===== config.mk =====
export PLATFORM = sky130hd
export DESIGN_NAME = grid_neighbor_cell_enumerator
export DESIGN_NICKNAME = d
export VERILOG_FILES = /design/src/design/gnce_pkg.sv /design/src/design/grid_neighbor_cell_enumerator.sv /design/src/design/gnce_fifo.sv /design/src/design/gnce_front.sv /design/src/design/gnce_back.sv
export VERILOG_INCLUDE_DIRS = /design/src /design/src/design
export SDC_FILE = /design/constraint.sdc
export NUM_CORES = 1
export LEC_CHECK = 0
export ABC_AREA = 0
export BUFFER_PORTS_ARGS = -buffer_cell sky130_fd_sc_hd__buf_2
export CAP_MARGIN = 0
export CORE_AREA = 2 2 215 217
export DETAILED_ROUTE_END_ITERATION = 12
export DIE_AREA = 0 0 217 219
export MAX_ROUTING_LAYER = met4
export PLACE_DENSITY_LB_ADDON = 0.05
export SETUP_SLACK_MARGIN = 0.02
export SLEW_MARGIN = 10
export SYNTH_ARGS = -nofsm -noshare
export SYNTH_HDL_FRONTEND = slang
export SYNTH_SLANG_ARGS = --single-unit

===== constraint.sdc =====
create_clock -name clk -period 12.5 [get_ports clk]
set_input_delay 1.875 -clock clk [delete_from_list [all_inputs] [get_ports clk]]
set_output_delay 1.875 -clock clk [all_outputs]
set_load 0.02 [all_outputs]

===== src/design/grid_neighbor_cell_enumerator_assert.svh =====
// Assertion macros for the grid neighbour enumerator.
// Included by the top level; no other dependencies.
`ifndef GRID_NEIGHBOR_CELL_ENUMERATOR_ASSERT_SVH
`define GRID_NEIGHBOR_CELL_ENUMERATOR_ASSERT_SVH

`ifndef SYNTH
// same-cycle implication
`define GNCE_ASSERT_IMPL(label, clk_s, rst_n, ante, cons) \
	label: assert property (@(posedge clk_s) disable iff (!rst_n) (ante) |-> (cons)) \
		else $error("gnce assertion failed");
// next-cycle implication
`define GNCE_ASSERT_NEXT(label, clk_s, rst_n, ante, cons) \
	label: assert property (@(posedge clk_s) disable iff (!rst_n) (ante) |=> (cons)) \
		else $error("gnce assertion failed");
`else
`define GNCE_ASSERT_IMPL(label, clk_s, rst_n, ante, cons)
`define GNCE_ASSERT_NEXT(label, clk_s, rst_n, ante, cons)
`endif

`endif


===== src/design/gnce_pkg.sv =====
// Shared types and constants of the grid neighbour enumerator.
// No dependencies.
package gnce_pkg;

	localparam int IDX_W       = 18;
	localparam int SIZE_W      = 7;
	localparam int MAX_DIM_DEF = 64;
	localparam int DIM_W_DEF   = 7;
	localparam int QUEUE_DEPTH = 2;
	localparam int OUT_DEPTH   = 2;

	localparam logic [SIZE_W-1:0] SIZE_RESET = 7'd16;

	// register indexes
	localparam int REG_IDX_W = 2;
	localparam logic [REG_IDX_W-1:0] REG_SIZE_X = 2'd0;
	localparam logic [REG_IDX_W-1:0] REG_SIZE_Y = 2'd1;
	localparam logic [REG_IDX_W-1:0] REG_SIZE_Z = 2'd2;

	// cycles that input is held off after a register write
	localparam logic [1:0] CFG_SETTLE = 2'd2;

	typedef enum logic [1:0] {
		OFS_NEG,
		OFS_MID,
		OFS_POS
	} ofs_t;

	typedef enum logic [1:0] {
		FS_IDLE,
		FS_DIV_Z,
		FS_DIV_Y,
		FS_EMIT
	} front_state_t;

	// classified query, front to back
	typedef struct packed {
		logic [IDX_W-1:0] cell_idx;
		logic             oob;
		logic             lo_x;
		logic             hi_x;
		logic             lo_y;
		logic             hi_y;
		logic             lo_z;
		logic             hi_z;
	} job_t;

	typedef struct packed {
		logic [IDX_W-1:0] idx;
		logic             valid;
		logic             last;
	} res_t;

endpackage


===== src/design/grid_neighbor_cell_enumerator.sv =====
// Top level of the 3D grid neighbour cell enumerator.
// Depends on gnce_pkg, gnce_fifo, gnce_front, gnce_back and the assertion header.
//
// Give it a linear cell index (x + y*size_x + z*size_x*size_y) and it returns
// the linear index of every in-grid cell of the 3x3x3 block around it, the
// cell itself included, in offset order X outermost, Z innermost, with last
// set on the final one. An index at or beyond the grid total gives a single
// result with valid_res low, index zero and last set. Grid sizes are
// registers 0..2 (X, Y, Z), reset to 16; values above MAX_DIM act as MAX_DIM
// and a zero size empties the grid. The back end walks all 27 offsets of an
// in-grid query whether each is in the grid or not, pausing while the result
// queue is full, and pops the next queued query as it finishes the last, with
// no gap. The front end splits the index with a shared restoring divider,
// one quotient bit a cycle, and runs on the next query while the back end
// walks. A query passes the input holding register, the divider, the query
// queue, the back end and the result queue. After any register write the
// input reports full while the plane and total products settle.
// There is no clearing pass after reset.
module grid_neighbor_cell_enumerator #(
	parameter int MAX_DIM = gnce_pkg::MAX_DIM_DEF
) (
	input  logic                           clk,
	input  logic                           arst_n,
	// query side
	input  logic                           push,
	output logic                           full,
	input  logic [gnce_pkg::IDX_W-1:0]     cell_index,
	// result side
	output logic                           empty,
	input  logic                           pop,
	output logic [gnce_pkg::IDX_W-1:0]     neighbor_index,
	output logic                           valid_res,
	output logic                           last,
	// register write port
	input  logic                           wr_en,
	input  logic [gnce_pkg::REG_IDX_W-1:0] wr_index,
	input  logic [gnce_pkg::SIZE_W-1:0]    wr_data
);
	import gnce_pkg::*;

	// a 7-bit register never exceeds 127, so that bounds the coordinate width
	localparam int SIZE_MAX  = (1 << SIZE_W) - 1;
	localparam int EFF_MAX   = (MAX_DIM < SIZE_MAX) ? MAX_DIM : SIZE_MAX;
	localparam int DIM_W_RAW = $clog2(EFF_MAX + 1);
	localparam int DIM_W     = (DIM_W_RAW < 2) ? 2 : DIM_W_RAW;
	localparam int PLANE_W   = 2 * DIM_W;
	localparam int TOT_W     = 3 * DIM_W;
	// geometry straight out of reset, already clamped
	localparam int RST_DIM   = (int'(SIZE_RESET) > EFF_MAX) ? EFF_MAX : int'(SIZE_RESET);

	logic [SIZE_W-1:0]  size_x_q, size_y_q, size_z_q;
	logic [1:0]         settle_q;
	logic [DIM_W-1:0]   eff_x, eff_y, eff_z;
	logic [DIM_W-1:0]   nx_q, ny_q, nz_q;
	logic [PLANE_W-1:0] plane_q;
	logic [TOT_W-1:0]   total_q;

	logic fr_push, fr_full;
	logic q_push, q_full, job_empty, job_pop;
	job_t q_job, job_head;
	logic res_push, res_full;
	res_t res_in, res_head;

	// clamp to MAX_DIM
	assign eff_x = (size_x_q > SIZE_W'(EFF_MAX)) ? DIM_W'(EFF_MAX) : DIM_W'(size_x_q);
	assign eff_y = (size_y_q > SIZE_W'(EFF_MAX)) ? DIM_W'(EFF_MAX) : DIM_W'(size_y_q);
	assign eff_z = (size_z_q > SIZE_W'(EFF_MAX)) ? DIM_W'(EFF_MAX) : DIM_W'(size_z_q);

	// settle window covers plane, then total, which is registered from plane
	assign full    = fr_full || (settle_q != '0);
	assign fr_push = push && !full;

	always_ff @(posedge clk or negedge arst_n) begin
		if (!arst_n) begin
			size_x_q <= SIZE_RESET;
			size_y_q <= SIZE_RESET;
			size_z_q <= SIZE_RESET;
			settle_q <= '0;
		end else begin
			if (wr_en) begin
				settle_q <= CFG_SETTLE;
				case (wr_index)
					REG_SIZE_X: size_x_q <= wr_data;
					REG_SIZE_Y: size_y_q <= wr_data;
					REG_SIZE_Z: size_z_q <= wr_data;
					default: ;
				endcase
			end else if (settle_q != '0) begin
				settle_q <= settle_q - 2'd1;
			end
		end
	end

	// derived grid geometry, one multiply per register stage
	always_ff @(posedge clk or negedge arst_n) begin
		if (!arst_n) begin
			nx_q    <= DIM_W'(RST_DIM);
			ny_q    <= DIM_W'(RST_DIM);
			nz_q    <= DIM_W'(RST_DIM);
			plane_q <= PLANE_W'(RST_DIM * RST_DIM);
			total_q <= TOT_W'(RST_DIM * RST_DIM * RST_DIM);
		end else begin
			nx_q    <= eff_x;
			ny_q    <= eff_y;
			nz_q    <= eff_z;
			plane_q <= PLANE_W'(eff_x) * PLANE_W'(eff_y);
			total_q <= TOT_W'(plane_q) * TOT_W'(nz_q);
		end
	end

	gnce_front #(
		.DIM_W (DIM_W)
	) u_front (
		.clk     (clk),
		.arst_n  (arst_n),
		.in_push (fr_push),
		.in_cell (cell_index),
		.in_full (fr_full),
		.nx      (nx_q),
		.ny      (ny_q),
		.nz      (nz_q),
		.plane   (plane_q),
		.total   (total_q),
		.q_push  (q_push),
		.q_job   (q_job),
		.q_full  (q_full)
	);

	// query queue, lets front and back stall independently
	gnce_fifo #(
		.WIDTH ($bits(job_t)),
		.DEPTH (QUEUE_DEPTH)
	) u_job_q (
		.clk     (clk),
		.arst_n  (arst_n),
		.wr_en   (q_push),
		.wr_data (q_job),
		.full    (q_full),
		.rd_en   (job_pop),
		.rd_data (job_head),
		.empty   (job_empty)
	);

	gnce_back #(
		.DIM_W (DIM_W)
	) u_back (
		.clk       (clk),
		.arst_n    (arst_n),
		.job_valid (!job_empty),
		.job       (job_head),
		.job_pop   (job_pop),
		.nx        (nx_q),
		.plane     (plane_q),
		.res_push  (res_push),
		.res       (res_in),
		.res_full  (res_full)
	);

	// result queue; the head drives the ports
	gnce_fifo #(
		.WIDTH ($bits(res_t)),
		.DEPTH (OUT_DEPTH)
	) u_res_q (
		.clk     (clk),
		.arst_n  (arst_n),
		.wr_en   (res_push),
		.wr_data (res_in),
		.full    (res_full),
		.rd_en   (pop),
		.rd_data (res_head),
		.empty   (empty)
	);

	assign neighbor_index = res_head.idx;
	assign valid_res      = res_head.valid;
	assign last           = res_head.last;

`include "grid_neighbor_cell_enumerator_assert.svh"

	// a register write must hold off input transfers while geometry settles
	`GNCE_ASSERT_NEXT(a_cfg_holds_input, clk, arst_n, wr_en, full)
	// out-of-grid results are a lone, closing, zero-index transfer
	`GNCE_ASSERT_IMPL(a_oob_shape, clk, arst_n, !empty && !valid_res, last && neighbor_index == '0)
	// back end only takes a query that is queued
	`GNCE_ASSERT_IMPL(a_pop_nonempty, clk, arst_n, job_pop, !job_empty)

endmodule


===== src/design/gnce_fifo.sv =====
// Small register FIFO used between front and back and at the output.
// Depends on gnce_pkg for default sizes.
module gnce_fifo #(
	parameter int WIDTH = $bits(gnce_pkg::job_t),
	parameter int DEPTH = gnce_pkg::QUEUE_DEPTH
) (
	input  logic             clk,
	input  logic             arst_n,
	input  logic             wr_en,
	input  logic [WIDTH-1:0] wr_data,
	output logic             full,
	input  logic             rd_en,
	output logic [WIDTH-1:0] rd_data,
	output logic             empty
);
	import gnce_pkg::*;

	localparam int AW = (DEPTH < 2) ? 1 : $clog2(DEPTH);
	localparam int CW = $clog2(DEPTH + 1);

	logic [WIDTH-1:0] mem_q [DEPTH];
	logic [AW-1:0]    wr_ptr_q;
	logic [AW-1:0]    rd_ptr_q;
	logic [CW-1:0]    count_q;
	logic             do_wr;
	logic             do_rd;

	assign full    = (count_q == CW'(DEPTH));
	assign empty   = (count_q == '0);
	assign do_wr   = wr_en && !full;
	assign do_rd   = rd_en && !empty;
	assign rd_data = mem_q[rd_ptr_q];

	always_ff @(posedge clk or negedge arst_n) begin
		if (!arst_n) begin
			wr_ptr_q <= '0;
			rd_ptr_q <= '0;
			count_q  <= '0;
		end else begin
			if (do_wr) begin
				wr_ptr_q <= (wr_ptr_q == AW'(DEPTH - 1)) ? '0 : wr_ptr_q + AW'(1);
			end
			if (do_rd) begin
				rd_ptr_q <= (rd_ptr_q == AW'(DEPTH - 1)) ? '0 : rd_ptr_q + AW'(1);
			end
			if (do_wr && !do_rd) begin
				count_q <= count_q + CW'(1);
			end else if (do_rd && !do_wr) begin
				count_q <= count_q - CW'(1);
			end
		end
	end

	always_ff @(posedge clk) begin
		if (do_wr) begin
			mem_q[wr_ptr_q] <= wr_data;
		end
	end

endmodule


===== src/design/gnce_front.sv =====
// Front end: input holding register, bit-serial split of the index into
// coordinates, and edge classification. Depends on gnce_pkg.
module gnce_front #(
	parameter int DIM_W = gnce_pkg::DIM_W_DEF
) (
	input  logic                       clk,
	input  logic                       arst_n,
	input  logic                       in_push,
	input  logic [gnce_pkg::IDX_W-1:0] in_cell,
	output logic                       in_full,
	input  logic [DIM_W-1:0]           nx,
	input  logic [DIM_W-1:0]           ny,
	input  logic [DIM_W-1:0]           nz,
	input  logic [2*DIM_W-1:0]         plane,
	input  logic [3*DIM_W-1:0]         total,
	output logic                       q_push,
	output gnce_pkg::job_t             q_job,
	input  logic                       q_full
);
	import gnce_pkg::*;

	localparam int TOT_W = 3 * DIM_W;
	localparam int DIV_W = (IDX_W > TOT_W) ? IDX_W : TOT_W;
	localparam int CNT_W = $clog2(DIM_W);

	front_state_t     state_q, state_d;
	logic             hold_valid_q;
	logic [IDX_W-1:0] hold_cell_q;
	logic [IDX_W-1:0] cell_q;
	logic             oob_q;
	logic [DIV_W-1:0] rem_q;
	logic [DIV_W-1:0] div_q;
	logic [DIM_W-1:0] quo_q;
	logic [DIM_W-1:0] cz_q;
	logic [CNT_W-1:0] cnt_q;

	logic             load;
	logic             is_oob;
	logic             ge;
	logic [DIM_W-1:0] quo_nx;
	logic             last_bit;
	logic [DIV_W-1:0] z_init;
	logic [DIV_W-1:0] y_init;

	assign is_oob   = DIV_W'(hold_cell_q) >= DIV_W'(total);
	assign ge       = rem_q >= div_q;
	assign quo_nx   = {quo_q[DIM_W-2:0], ge};
	assign last_bit = (cnt_q == '0);
	assign z_init   = DIV_W'(plane) << (DIM_W - 1);
	assign y_init   = DIV_W'(nx) << (DIM_W - 1);

	// next state
	always_comb begin
		state_d = state_q;
		case (state_q)
			FS_IDLE: begin
				if (hold_valid_q) begin
					state_d = is_oob ? FS_EMIT : FS_DIV_Z;
				end
			end
			FS_DIV_Z: begin
				if (last_bit) begin
					state_d = FS_DIV_Y;
				end
			end
			FS_DIV_Y: begin
				if (last_bit) begin
					state_d = FS_EMIT;
				end
			end
			FS_EMIT: begin
				if (!q_full) begin
					state_d = FS_IDLE;
				end
			end
			default: state_d = FS_IDLE;
		endcase
	end

	// outputs
	always_comb begin
		in_full = hold_valid_q;
		load    = 1'b0;
		q_push  = 1'b0;
		case (state_q)
			FS_IDLE: load   = hold_valid_q;
			FS_EMIT: q_push = !q_full;
			default: ;
		endcase
	end

	// x is the final remainder, y the second quotient, z the first
	always_comb begin
		q_job.cell_idx = cell_q;
		q_job.oob      = oob_q;
		q_job.lo_x     = (rem_q != '0);
		q_job.hi_x     = (rem_q + DIV_W'(1)) < DIV_W'(nx);
		q_job.lo_y     = (quo_q != '0);
		q_job.hi_y     = ({1'b0, quo_q} + (DIM_W + 1)'(1)) < {1'b0, ny};
		q_job.lo_z     = (cz_q != '0);
		q_job.hi_z     = ({1'b0, cz_q} + (DIM_W + 1)'(1)) < {1'b0, nz};
	end

	always_ff @(posedge clk or negedge arst_n) begin
		if (!arst_n) begin
			state_q      <= FS_IDLE;
			hold_valid_q <= 1'b0;
		end else begin
			state_q <= state_d;
			if (in_push) begin
				hold_valid_q <= 1'b1;
			end else if (load) begin
				hold_valid_q <= 1'b0;
			end
		end
	end

	always_ff @(posedge clk) begin
		if (in_push) begin
			hold_cell_q <= in_cell;
		end
		if (load) begin
			cell_q <= hold_cell_q;
			oob_q  <= is_oob;
			rem_q  <= DIV_W'(hold_cell_q);
			div_q  <= z_init;
			quo_q  <= '0;
			cnt_q  <= CNT_W'(DIM_W - 1);
		end else if (state_q == FS_DIV_Z || state_q == FS_DIV_Y) begin
			if (ge) begin
				rem_q <= rem_q - div_q;
			end
			if (last_bit && state_q == FS_DIV_Z) begin
				cz_q  <= quo_nx;
				quo_q <= '0;
				div_q <= y_init;
				cnt_q <= CNT_W'(DIM_W - 1);
			end else begin
				quo_q <= quo_nx;
				div_q <= div_q >> 1;
				cnt_q <= cnt_q - CNT_W'(1);
			end
		end
	end

endmodule


===== src/design/gnce_back.sv =====
// Back end: walks the 27 offsets of an in-grid query, one per cycle unless a
// result waits on a full queue, and forms neighbour indices by adding strides. Depends on gnce_pkg.
module gnce_back #(
	parameter int DIM_W = gnce_pkg::DIM_W_DEF
) (
	input  logic                   clk,
	input  logic                   arst_n,
	input  logic                   job_valid,
	input  gnce_pkg::job_t         job,
	output logic                   job_pop,
	input  logic [DIM_W-1:0]       nx,
	input  logic [2*DIM_W-1:0]     plane,
	output logic                   res_push,
	output gnce_pkg::res_t         res,
	input  logic                   res_full
);
	import gnce_pkg::*;

	logic             busy_q;
	job_t             job_q;
	ofs_t             dx_q, dy_q, dz_q;
	ofs_t             dx_d, dy_d, dz_d;
	ofs_t             end_x, end_y, end_z;
	logic             in_x, in_y, in_z;
	logic             emit, stall, walk_end, finish;
	logic [IDX_W-1:0] plane_e, nx_e;
	logic [IDX_W-1:0] x_term, y_term, z_term;

	function automatic ofs_t ofs_inc(input ofs_t v);
		ofs_inc = OFS_NEG;
		case (v)
			OFS_NEG: ofs_inc = OFS_MID;
			OFS_MID: ofs_inc = OFS_POS;
			default: ofs_inc = OFS_NEG;
		endcase
	endfunction

	function automatic logic [IDX_W-1:0] stride(input ofs_t v, input logic [IDX_W-1:0] s);
		stride = '0;
		case (v)
			OFS_NEG: stride = IDX_W'(0) - s;
			OFS_POS: stride = s;
			default: stride = '0;
		endcase
	endfunction

	assign in_x = (dx_q != OFS_NEG || job_q.lo_x) && (dx_q != OFS_POS || job_q.hi_x);
	assign in_y = (dy_q != OFS_NEG || job_q.lo_y) && (dy_q != OFS_POS || job_q.hi_y);
	assign in_z = (dz_q != OFS_NEG || job_q.lo_z) && (dz_q != OFS_POS || job_q.hi_z);

	assign end_x = job_q.hi_x ? OFS_POS : OFS_MID;
	assign end_y = job_q.hi_y ? OFS_POS : OFS_MID;
	assign end_z = job_q.hi_z ? OFS_POS : OFS_MID;

	assign walk_end = (dx_q == OFS_POS) && (dy_q == OFS_POS) && (dz_q == OFS_POS);
	assign emit     = busy_q && (job_q.oob || (in_x && in_y && in_z));
	assign stall    = emit && res_full;
	assign finish   = busy_q && !stall && (job_q.oob || walk_end);
	assign job_pop  = job_valid && (!busy_q || finish);
	assign res_push = emit && !res_full;

	// modular sum: true index is in the grid, low bits are exact
	assign plane_e = IDX_W'(plane);
	assign nx_e    = IDX_W'(nx);
	assign x_term  = stride(dx_q, IDX_W'(1));
	assign y_term  = stride(dy_q, nx_e);
	assign z_term  = stride(dz_q, plane_e);

	always_comb begin
		res.idx   = job_q.oob ? '0 : job_q.cell_idx + x_term + y_term + z_term;
		res.valid = !job_q.oob;
		res.last  = job_q.oob || (dx_q == end_x && dy_q == end_y && dz_q == end_z);
	end

	// Z innermost, X outermost
	always_comb begin
		dz_d = ofs_inc(dz_q);
		dy_d = dy_q;
		dx_d = dx_q;
		if (dz_q == OFS_POS) begin
			dy_d = ofs_inc(dy_q);
			if (dy_q == OFS_POS) begin
				dx_d = ofs_inc(dx_q);
			end
		end
	end

	always_ff @(posedge clk or negedge arst_n) begin
		if (!arst_n) begin
			busy_q <= 1'b0;
			dx_q   <= OFS_NEG;
			dy_q   <= OFS_NEG;
			dz_q   <= OFS_NEG;
		end else if (job_pop) begin
			busy_q <= 1'b1;
			dx_q   <= OFS_NEG;
			dy_q   <= OFS_NEG;
			dz_q   <= OFS_NEG;
		end else if (finish) begin
			busy_q <= 1'b0;
		end else if (busy_q && !stall) begin
			dx_q <= dx_d;
			dy_q <= dy_d;
			dz_q <= dz_d;
		end
	end

	always_ff @(posedge clk) begin
		if (job_pop) begin
			job_q <= job;
		end
	end

endmodule


* Word-level counts from Yosys, hierarchy flattened *
Memories as Yosys holds them, arrays and structs flattened. A register that Yosys moved wholly into a read port is not among the register bits.
Cells that the tools add are included.

storage, ports and cells
  memories kept = 2
  memory bits (writable) = 90
  logic and storage cells = 230
  input bits = 32
  output and inout bits = 22
  bits in registers = 192

memories
  name           depth  bits a word  rd ports  clocked after Yosys merged registers in  wr ports  RTL line         RTL
  u_job_q.mem_q  2      25           1         1                                        1         gnce_fifo.sv:21  logic [WIDTH-1:0] mem_q [DEPTH];
  u_res_q.mem_q  2      20           1         0                                        1         gnce_fifo.sv:21

operators by class
  bitwise operators = 1
  reductions and logical operators = 84
  multipliers = 2
  equality and inequality tests = 24
  $lt $le $gt $ge = 8
  multiplexer cells = 59
  add/sub/neg operators = 19

operators with widths
  kind                                                                  number
  18-bit one-hot mux with 2 select lines                                3
  18-bit 2-to-1 mux                                                     4
  18-bit adder                                                          3
  2-bit 2-to-1 mux                                                      26
  20-bit 2-to-1 mux                                                     2
  7-bit 2-to-1 mux                                                      4
  2-bit nonzero test                                                    14
  1-bit logical AND                                                     25
  21-bit by 1-bit adder with 21-bit output (second input constant)      1
  18-bit by 21-bit greater-or-equal comparator with 1-bit output        1
  21-bit by 20-bit greater-or-equal comparator with 1-bit output        1
  7-bit greater-than comparator (second input constant)                 3
  21-bit by 7-bit less-than comparator with 1-bit output                1
  14-bit by 7-bit multiplier with 21-bit output                         1
  21-bit nonzero test                                                   1
  21-bit by 20-bit subtractor with 21-bit output                        1
  19-bit 2-to-1 mux                                                     1
  7-bit by 1-bit adder with 8-bit output (second input constant)        2
  2-bit equality test (second input constant)                           8
  8-bit by 7-bit less-than comparator with 1-bit output                 2
  1-bit by 14-bit subtractor with 15-bit output (first input constant)  1
  2-bit logical NOT                                                     7
  7-bit by 7-bit multiplier with 14-bit output                          1
  1-bit 2-to-1 mux                                                      14
  20 further kinds                                                      70

* Logic depth before layout (Yosys ltp) *
Gate-level depths: netlist (run 1).

  depth after elaboration = 17
  gate-level depth with buffers = 20
  gate-level depth less buffers = 19

* Cells and area by module *
A second synthesis (run 1) with hierarchy kept.

second synthesis, totals
  cells, all modules = 1888
  area total of the unflattened synthesis = 20627.3 µm²

modules (own cells, without submodules)
  module                         instances  cells an instance  sequential area each (µm²)  area each (µm²)
  grid_neighbor_cell_enumerator  1          687                1986.9                      7074.3
  gnce_front                     1          646                2737.6                      6337.3
  gnce_back                      1          377                925.9                       3475.8
  gnce_fifo (u_job_q)            1          97                 1601.5                      2102.0
  gnce_fifo (u_res_q)            1          81                 1301.2                      1637.8

* Worst setup path before layout (run 1) *
OpenSTA, ideal clock, no wires.

  path type = reg2reg
  start point = register u_back.dx_q[0]
  end point = memory u_res_q.mem_q[0][19] (netlist name) (data pin)
  period minus slack after synthesis = 4.875 ns
  arrival = 4.604 ns
  slack = 7.625 ns
  stages on the path, launching flop included = 17
  library setup time = 0.270 ns
  buffers on the path = 0
  data required time = 12.230 ns
  cell sequence = dfrtp_1 > nor2_1 > fa_1 > inv_1 > fa_1 > inv_1 > ha_1 > inv_1 > fa_1 > nor2b_1 > o31a_1 > o211a_1 > nor2_1 > a211o_1 > o21ai_0 > xnor2_1 > nor2_1

RTL lines
  element                 RTL line          RTL
  start, declared         gnce_back.sv:21   ofs_t dx_q, dy_q, dz_q;
  start signal, assigned  gnce_back.sv:91   dx_q <= OFS_NEG;
  start signal, assigned  gnce_back.sv:96   dx_q <= OFS_NEG;
  start signal, assigned  gnce_back.sv:102  dx_q <= dx_d;
  end, declared           gnce_fifo.sv:21

* Worst setup path in the final report (run 1) *
  start point = register plane_q[8]
  end point = register total_q[20]

on the way
  cells in the longest elaborated chain, start to end = 1

ends and longest elaborated chain
  element                                        RTL line                              RTL
  start, declared                                grid_neighbor_cell_enumerator.sv:55   logic [PLANE_W-1:0] plane_q;
  start signal, assigned                         grid_neighbor_cell_enumerator.sv:100  plane_q <= PLANE_W'(RST_DIM * RST_DIM);
  start signal, assigned                         grid_neighbor_cell_enumerator.sv:106  plane_q <= PLANE_W'(eff_x) * PLANE_W'(eff_y);
  14-bit by 7-bit multiplier with 21-bit output  grid_neighbor_cell_enumerator.sv:107  total_q <= TOT_W'(plane_q) * TOT_W'(nz_q);
  end signal, assigned                           grid_neighbor_cell_enumerator.sv:101  total_q <= TOT_W'(RST_DIM * RST_DIM * RST_DIM);
  end signal, assigned                           grid_neighbor_cell_enumerator.sv:107
  end, declared                                  grid_neighbor_cell_enumerator.sv:56   logic [TOT_W-1:0] total_q;

No other way between the ends.
A chain may end at the register's enable or synchronous reset.

==> results of run 1 <==
[cell type report]
type	count	area, µm²	area share (%)
repair buffers	62	335	1.51
clock inverters	22	231	1.04
well taps	600	751	3.39
inverters	266	998	4.51
flip-flops and latches	307	8550	38.6
multi-input cells	1239	10300	46.5
clock buffers	44	983	4.44
[worst reg2reg max path: stages (launching register included)]
cell and delay, ns:
sky130_fd_sc_hd__dfstp_2 0.65, sky130_fd_sc_hd__inv_1 0.20, sky130_fd_sc_hd__nor2_1 0.21, sky130_fd_sc_hd__fa_1 0.45
sky130_fd_sc_hd__fa_1 0.47, sky130_fd_sc_hd__fa_1 0.56, sky130_fd_sc_hd__inv_1 0.06, sky130_fd_sc_hd__fa_1 0.52
sky130_fd_sc_hd__inv_1 0.04, sky130_fd_sc_hd__ha_1 0.34, sky130_fd_sc_hd__and3_1 0.22, sky130_fd_sc_hd__a221oi_1 0.24
sky130_fd_sc_hd__o31a_1 0.25, sky130_fd_sc_hd__o221ai_1 0.17, sky130_fd_sc_hd__nor3_1 0.23, sky130_fd_sc_hd__o21bai_1 0.11
sky130_fd_sc_hd__a21oi_1 0.17, sky130_fd_sc_hd__xnor2_1 0.14
[worst max path at each step]
stage	from	end	slack, ns	cells past startpoint
2_1_floorplan	u_back.dx_q[0]	u_res_q.mem_q[0][19]	7.63	16
3_3_place_gp	plane_q[8]	total_q[20]	7.40	17
3_5_place_dp	plane_q[8]	total_q[20]	7.33	17
4_1_cts	plane_q[8]	total_q[20]	7.31	17
5_1_grt	plane_q[8]	total_q[20]	6.95	17
6_report	plane_q[8]	total_q[20]	7.38	17
[Yosys cell counts, drive strengths merged (29+ instances only)]
library cell	instances	share of area [%]
a21oi	98	2.4
and2	61	1.9
clkbuf	50	0.94
dfrtp	89	11
edfxtp	191	29
fa	116	12
ha	163	10
inv	265	5.0
mux2	68	3.8
nand2	133	2.5
nor2	141	2.6
nor2b	29	0.94
o21ai	69	1.7
xnor2	61	2.7
xor2	34	1.5
[per-stage QoR]
step                worst slack, ns  cells  instance area, µm²  utilization [%]  hold WS [ns]
floorplan                      7.63   1865               20000                -         0.406
global placement               7.40   2474               20900             46.5         0.423
detailed placement             7.33   2474               20900             46.5         0.431
CTS                            7.31   2540               22200             49.2         0.443
global route                   6.95   2540               22200             49.2         0.456
finish                         7.38   2540               22200             49.2         0.444
[logic make-up after synthesis]
kind of cell,Yosys count,share of synthesized area [%]
AO/OA/AOI/OAI,280,8.77
XOR/XNOR,95,4.15
adder cells (fa/ha/maj),279,21.8
buffers and inverters,319,6.02
flip-flops,307,42.7
multiplexers,72,4.02
AND/OR/NAND/NOR,513,12.6
[layer usage]
| layer | wire (µm) | GRT usage, % | up-vias |
|---|---|---|---|
| li1 | - | - | 6377 |
| met1 | 22400 | 28.7 | 6697 |
| met2 | 23900 | 36.6 | 266 |
| met5 | 0 | - | - |
| met3 | 2220 | 3.48 | 64 |
| met4 | 1190 | 6.14 | 0 |
[flip-flops by register name, summed over array words and instances (netlist names), 14 cells and up]
name	count
plane_q	14
u_back.job_q	25
u_front.cell_q	18
u_res_q.mem_q	40
total_q	21
u_job_q.mem_q	50
u_front.hold_cell_q	18
u_front.div_q	20
u_front.rem_q	21
==> reports/results.txt, run 1 <==
The run finished with clean final reports. For the worst flop-to-flop path, the logic depth is 17. Together, buffers and inverters on the worst path number 3.

The critical path goes through inv_1, nor2_1, fa_1, fa_1, fa_1, inv_1, fa_1, inv_1, ha_1, and3_1, a221oi_1, o31a_1, o221ai_1, nor3_1, o21bai_1, a21oi_1, xnor2_1. The synthesized design contains 307 register bits. The clock net sink count is 307.

The run gives 22.4% as the worst slew margin relative to its limit. The tools report the aggregate global-route resource usage as 22.3%. Global routing finished with a remaining overflow of 0. The number of synthesized flops with an enable pin came out at 191.

Entering global routing, the biggest net connects 70 pins. In the final routed layout, each cell accounts on average for 19.6 µm. The synthesized netlist occupies a cell area of 0.0200 mm². In the routed design, unresolved DRC markers number 0.

The total iterations of the first detailed-routing run came out at 5. The maximum fanout encountered on the critical timing path works out to 9. Of the synthesized area, sequential elements account for 42.7%. The root buffer cell chosen for the clock tree is sky130_fd_sc_hd__clkbuf_16.

Yosys printed 0 warnings. The first-pass GRT wire length was 77,700 µm. On the critical path the largest part of the delay comes from adder cells.

For the pin with the worst max-slew slack, the measured transition is 1.16 ns. STA puts the critical path data required time at 12.97 ns. The routed layout has 13,400 vias. The tools report the number of buffers inserted to repair setup after CTS as 0. In this run, distinct cell masters in the synthesized netlist total 73. Averaged over all synthesized cells, the footprint is 10.8 µm². The number of cells upsized or downsized after cts is 0, and the share of the clock period used by the worst path is 40.9%. The worst hold path was traced through 2 stages. Compared with the post-synthesis result, the final layout area differs by 10.5%.

The longest clock path from root to sink contains 3 buffers. The tools report the worst flop-to-flop path startpoint as plane_q[8]. The setup check on the worst reg-to-reg path leaves a slack of 7.38 ns.

In this run the tool buffered the top-level ports with 53 buffer cells. The initial utilization of the core area, before any placement, comes to 44.5%. After clock tree synthesis, the clock-pin slew on the worst setup and hold paths is 0.06 ns. TritonCTS built the clock tree.

STA classifies the critical path endpoint as a flop. The clock tree synthesis step divided the H-tree into 2 levels. The path with the worst hold slack has its endpoint at u_front.div_q[2].

The horizontal die dimension works out to 217 µm. Dividing the detail-routed via count by the number of cells gives 5.28. Among all stages on the critical path, the largest delay is contributed by sky130_fd_sc_hd__dfstp_2.

In this run, CTS created clock tree buffers numbering 37. The tools report the worst flop-to-flop path endpoint as total_q[20]. The count of fill cells added during filler insertion is 4,253.

In the synthesized netlist the dominant register cell turns out to be sky130_fd_sc_hd__edfxtp_1. Clock latency on the worst-skew pair, taken at its later pin, is 0.56 ns. The most numerous cell type found on the critical path is sky130_fd_sc_hd__fa_1. The post-synthesis net count was 2,176; the post-cts hold buffer count was 0. The type of the tightest min-delay check is reg2reg.

Setup violations remaining at the end of the flow were counted as 0. At the worst endpoint, the arrival time is 5.59 ns. The logs give 0 for the number of diodes and 0.0475 mm² for the area of the die. STA classifies the critical path startpoint as a flop.

Of the cells placed in the final design, the portion with a size suffix greater than 1 is 11.2%. The detailed router finished its first iteration with 839 violations. Setup repair after global routing left no endpoint under its margin. Detailed placement ended at an HPWL of 37,500 µm. On the worst path, the slowest cell contributes a delay of 0.65 ns. The most common library cell in the layout ignoring fill and taps was sky130_fd_sc_hd__inv_1. In the layout the commonest cells are 265 x sky130_fd_sc_hd__inv_1, 191 x sky130_fd_sc_hd__edfxtp_1, 163 x sky130_fd_sc_hd__ha_1.

The final sum of negative setup slack is 0 ns. For this run, the top clock speed supported by timing is 195 MHz. The tools report the number of max-slew violations in the final report as 0. Total count of hold-check failures in the final report: 0. Post-detailed-routing wire length: 49,700 µm. The chip height was 219 µm; the post-synthesis instance total was 1,865. Beginning of the worst hold path: u_front.div_q[3].

The worst clock skew is 0.0200 ns. For this run, the post-layout net count is 2,224. The core region is 0.0451 mm².

The number of routed nets with antenna violations came out at 0. The number of antenna violations at the first check in global routing is 0. By startpoint and endpoint, the worst setup path is classified as reg2reg. The number of global-route vias before repair was 13,400; the count of max-cap constraint violations was 0. The final period demand of the worst path was 5.12 ns; the share of flip-flops with an asynchronous set or reset after synthesis was 31.6%. Routability-driven placement finished with a final weighted congestion of 0.894.

The count of pins on the block boundary was 54; the floorplan row count was 78.
Power of run 1 is not shown: default switching activity piles up to over one toggle a cycle in this logic, so the estimate is an artifact.
==> run 2, diff against run 1 <==
Clock period 12.5 ns to 4.4 ns, I/O delays scaled along.
==> run 2 against run 1 <==
  * The run now ends with setup timing left
  * Utilization is 4.1 points higher
  * Cell area is 8.2% higher
  * Maximum frequency rose by 14%
  * Highest routed layer unchanged
==> reports/results.txt, run 2 (synthesis gave the netlist of run 1 again) <==
The run gives 223 MHz as the maximum clock frequency. The tools report the clock root buffer as sky130_fd_sc_hd__clkbuf_16. The clock net sink count came out at 307.

The setup check on the worst reg-to-reg path leaves a slack of -0.09 ns. The logs give 59 for the largest net degree at the start of global routing and 3 for the final setup violation count. The first routing iteration left 736 violations. In this run the remaining antenna-violating nets after routing total 0. For this run, the total global-route usage over all layers was measured as 22.4%.

The number of antenna violations at the first check in global routing was 0; the clock slew at the register clock pins of the worst setup and hold paths was 0.06 ns. From bottom edge to top edge, the die measures 219 µm. The tools report the number of max-slew violations in the final report as 0. Counting along the longest clock path gives a buffer depth of 3. The repair_antennas step left the layout with diodes totalling 0. The run gives 0.0451 mm² as the standard cell core area.

From synthesis to final layout, the design area changed by 19.7%. The flip-flop count of the largest register after layout works out to 50. The via count was 13,900; the final RePlAce weighted congestion was 0.860. The tool flagged a number of max-cap violations equal to 0. The startpoint identified for the worst register-to-register timing path is nz_q[4]. Data on the critical path is required at its endpoint by 4.89 ns.

Setup repair after global routing could not meet its margin everywhere. The clock network latency to the later pin of the worst-skew pair is 0.57 ns. Leaving out fill and tap cells, the most frequent cell in the layout is sky130_fd_sc_hd__inv_1. The checks that failed: setup timing. The total overflow left after global routing is 0. The total count of hold-check failures in the final report came out at 0. The per-cell routed wire length was 18.7 µm. The tools report the sort of element at the end of the critical path as a flop. During placement, the flow inserted port buffers numbering 53.

For the pin with the worst max-slew slack, the measured transition is 1.21 ns. The die covers 0.0475 mm². Leaving out fill and tap cells, the most frequent cells in the layout are 246 x sky130_fd_sc_hd__inv_1, 191 x sky130_fd_sc_hd__edfxtp_1, 159 x sky130_fd_sc_hd__buf_4. The starting density of the core came out at 44.5%.

The tools report the total iterations of the first detailed-routing run as 5. Of the available clock period, the critical path in the final layout requires 102%. The layout cell share with drive strength beyond 1 was 23.7%. Hold timing on the final database bottoms out at a slack of 0.215 ns. TritonCTS built the clock tree.

The worst register-to-register path ends at total_q[19]. The die is 217 µm wide. The routed via count divided by cell count is 5.16. Along the worst path, the maximum fanout reaches 4. Measured in cells, the most critical reg-to-reg path has a length of 16. Post-detailed-routing wire length: 50,500 µm. The number of global-route vias before repair is 14,100, and the worst slew margin relative to its limit is 18.9%. The deepest level of the CTS H-tree was 2. The number of buffers created by CTS is 37. The register with the most flip-flops is u_job_q.mem_q. The worst clock skew was 0.0241 ns.

After detailed routing, the number of remaining DRC violations is 0. STA puts the critical path data arrival time at 4.98 ns. The run gives 39,500 µm as the sum of net half-perimeters after detailed placement. The tools report the first-pass GRT wire length as 78,500 µm. The tools report the final worst slack as -0.0912 ns. The worst hold path belongs to the class in2async.

During I/O placement, the number of pins put on the boundary was 54. The type of the worst setup path was reg2reg. After layout, the minimum clock period comes to 4.49 ns. The floorplan row count is 78. The number of nets in the layout is 2,378. The run finished, with violations left. The largest registers in the layout are u_job_q.mem_q x50, u_res_q.mem_q x40, u_back.job_q x25. The worst setup path is launched from a flop.

Worst setup timing slack at the placement stage: -0.220 ns.
==> run 2: cell count changes in the layout (fill, tap and decap cells not counted), moves of 7 or more <==
cell and delta:
sky130_fd_sc_hd__ha_4 +16, sky130_fd_sc_hd__a21oi_2 +16, sky130_fd_sc_hd__nor2_2 +9, sky130_fd_sc_hd__nand2b_1 -7, sky130_fd_sc_hd__nand2b_4 +7, sky130_fd_sc_hd__buf_4 +149, sky130_fd_sc_hd__o21ai_0 -7, sky130_fd_sc_hd__ha_1 -19
sky130_fd_sc_hd__dfrtp_1 -9, sky130_fd_sc_hd__inv_1 -19, sky130_fd_sc_hd__a21oi_1 -17, sky130_fd_sc_hd__nor2_1 -12, sky130_fd_sc_hd__inv_2 +18, sky130_fd_sc_hd__dfrtp_2 +9
==> run 2: layout make-up <==
| cell class | instances | area [µm²] |
|---|---|---|
| tap | 600 | 751 |
| sequential | 307 | 8570 |
| inverter | 266 | 1000 |
| clock buffer | 42 | 987 |
| clock inverter | 26 | 282 |
| fill | 4109 | 21100 |
| timing repair buffer | 216 | 1520 |
| multi-input combinational | 1239 | 10900 |
==> run 2: metrics by stage <==
stage | TNS, ns | utilization (%) | std cells | area, µm²
floorplan | 0 | - | 1865 | 20300
global placement | -0.414 | 49.1 | 2617 | 22200
detailed placement | -0.999 | 49.1 | 2617 | 22200
CTS | -0.189 | 52.2 | 2687 | 23500
global route | -1.47 | 53.2 | 2696 | 24000
finish | -0.243 | 53.2 | 2696 | 24000
==> run 2: worst max path at each step <==
stage                           endpoint           start
finish                       total_q[19]         nz_q[4]
global route                 total_q[20]      plane_q[8]
CTS                          total_q[20]         nz_q[4]
detailed placement           total_q[20]         nz_q[3]
global placement             total_q[20]      plane_q[7]
floorplan           u_res_q.mem_q[0][19]  u_back.dx_q[0]
==> run 2: metal layers <==
layer  global-route usage (%)  wire length (µm)
met1                     27.4             21800
met2                     37.1             24700
met3                     3.99              2120
met4                     8.74              1900
met5                        -                 0
==> run 2: what timing repair did <==
action	CTS	global route
hold buffers	0	0
resized for setup	21	95
setup buffers	2	9
pin swaps	6	31
gates cloned	0	0
setup endpoints to repair	14	26
hold endpoints to repair	0	0
==> run 2: critical path, cell delays in order, from the launching register on <==
cell	delay, ns
sky130_fd_sc_hd__dfstp_2	0.58
sky130_fd_sc_hd__buf_12	0.12
sky130_fd_sc_hd__and2_4	0.13
sky130_fd_sc_hd__fa_1	0.41
sky130_fd_sc_hd__fa_1	0.47
sky130_fd_sc_hd__fa_1	0.54
sky130_fd_sc_hd__inv_1	0.05
sky130_fd_sc_hd__fa_1	0.53
sky130_fd_sc_hd__inv_1	0.06
sky130_fd_sc_hd__ha_4	0.22
sky130_fd_sc_hd__a21o_1	0.16
sky130_fd_sc_hd__a21oi_2	0.14
sky130_fd_sc_hd__nor2b_1	0.07
sky130_fd_sc_hd__a311oi_2	0.30
sky130_fd_sc_hd__o221ai_1	0.21
sky130_fd_sc_hd__o41ai_2	0.27
sky130_fd_sc_hd__xnor2_1	0.16
Power of run 2 is left out for the same reason.
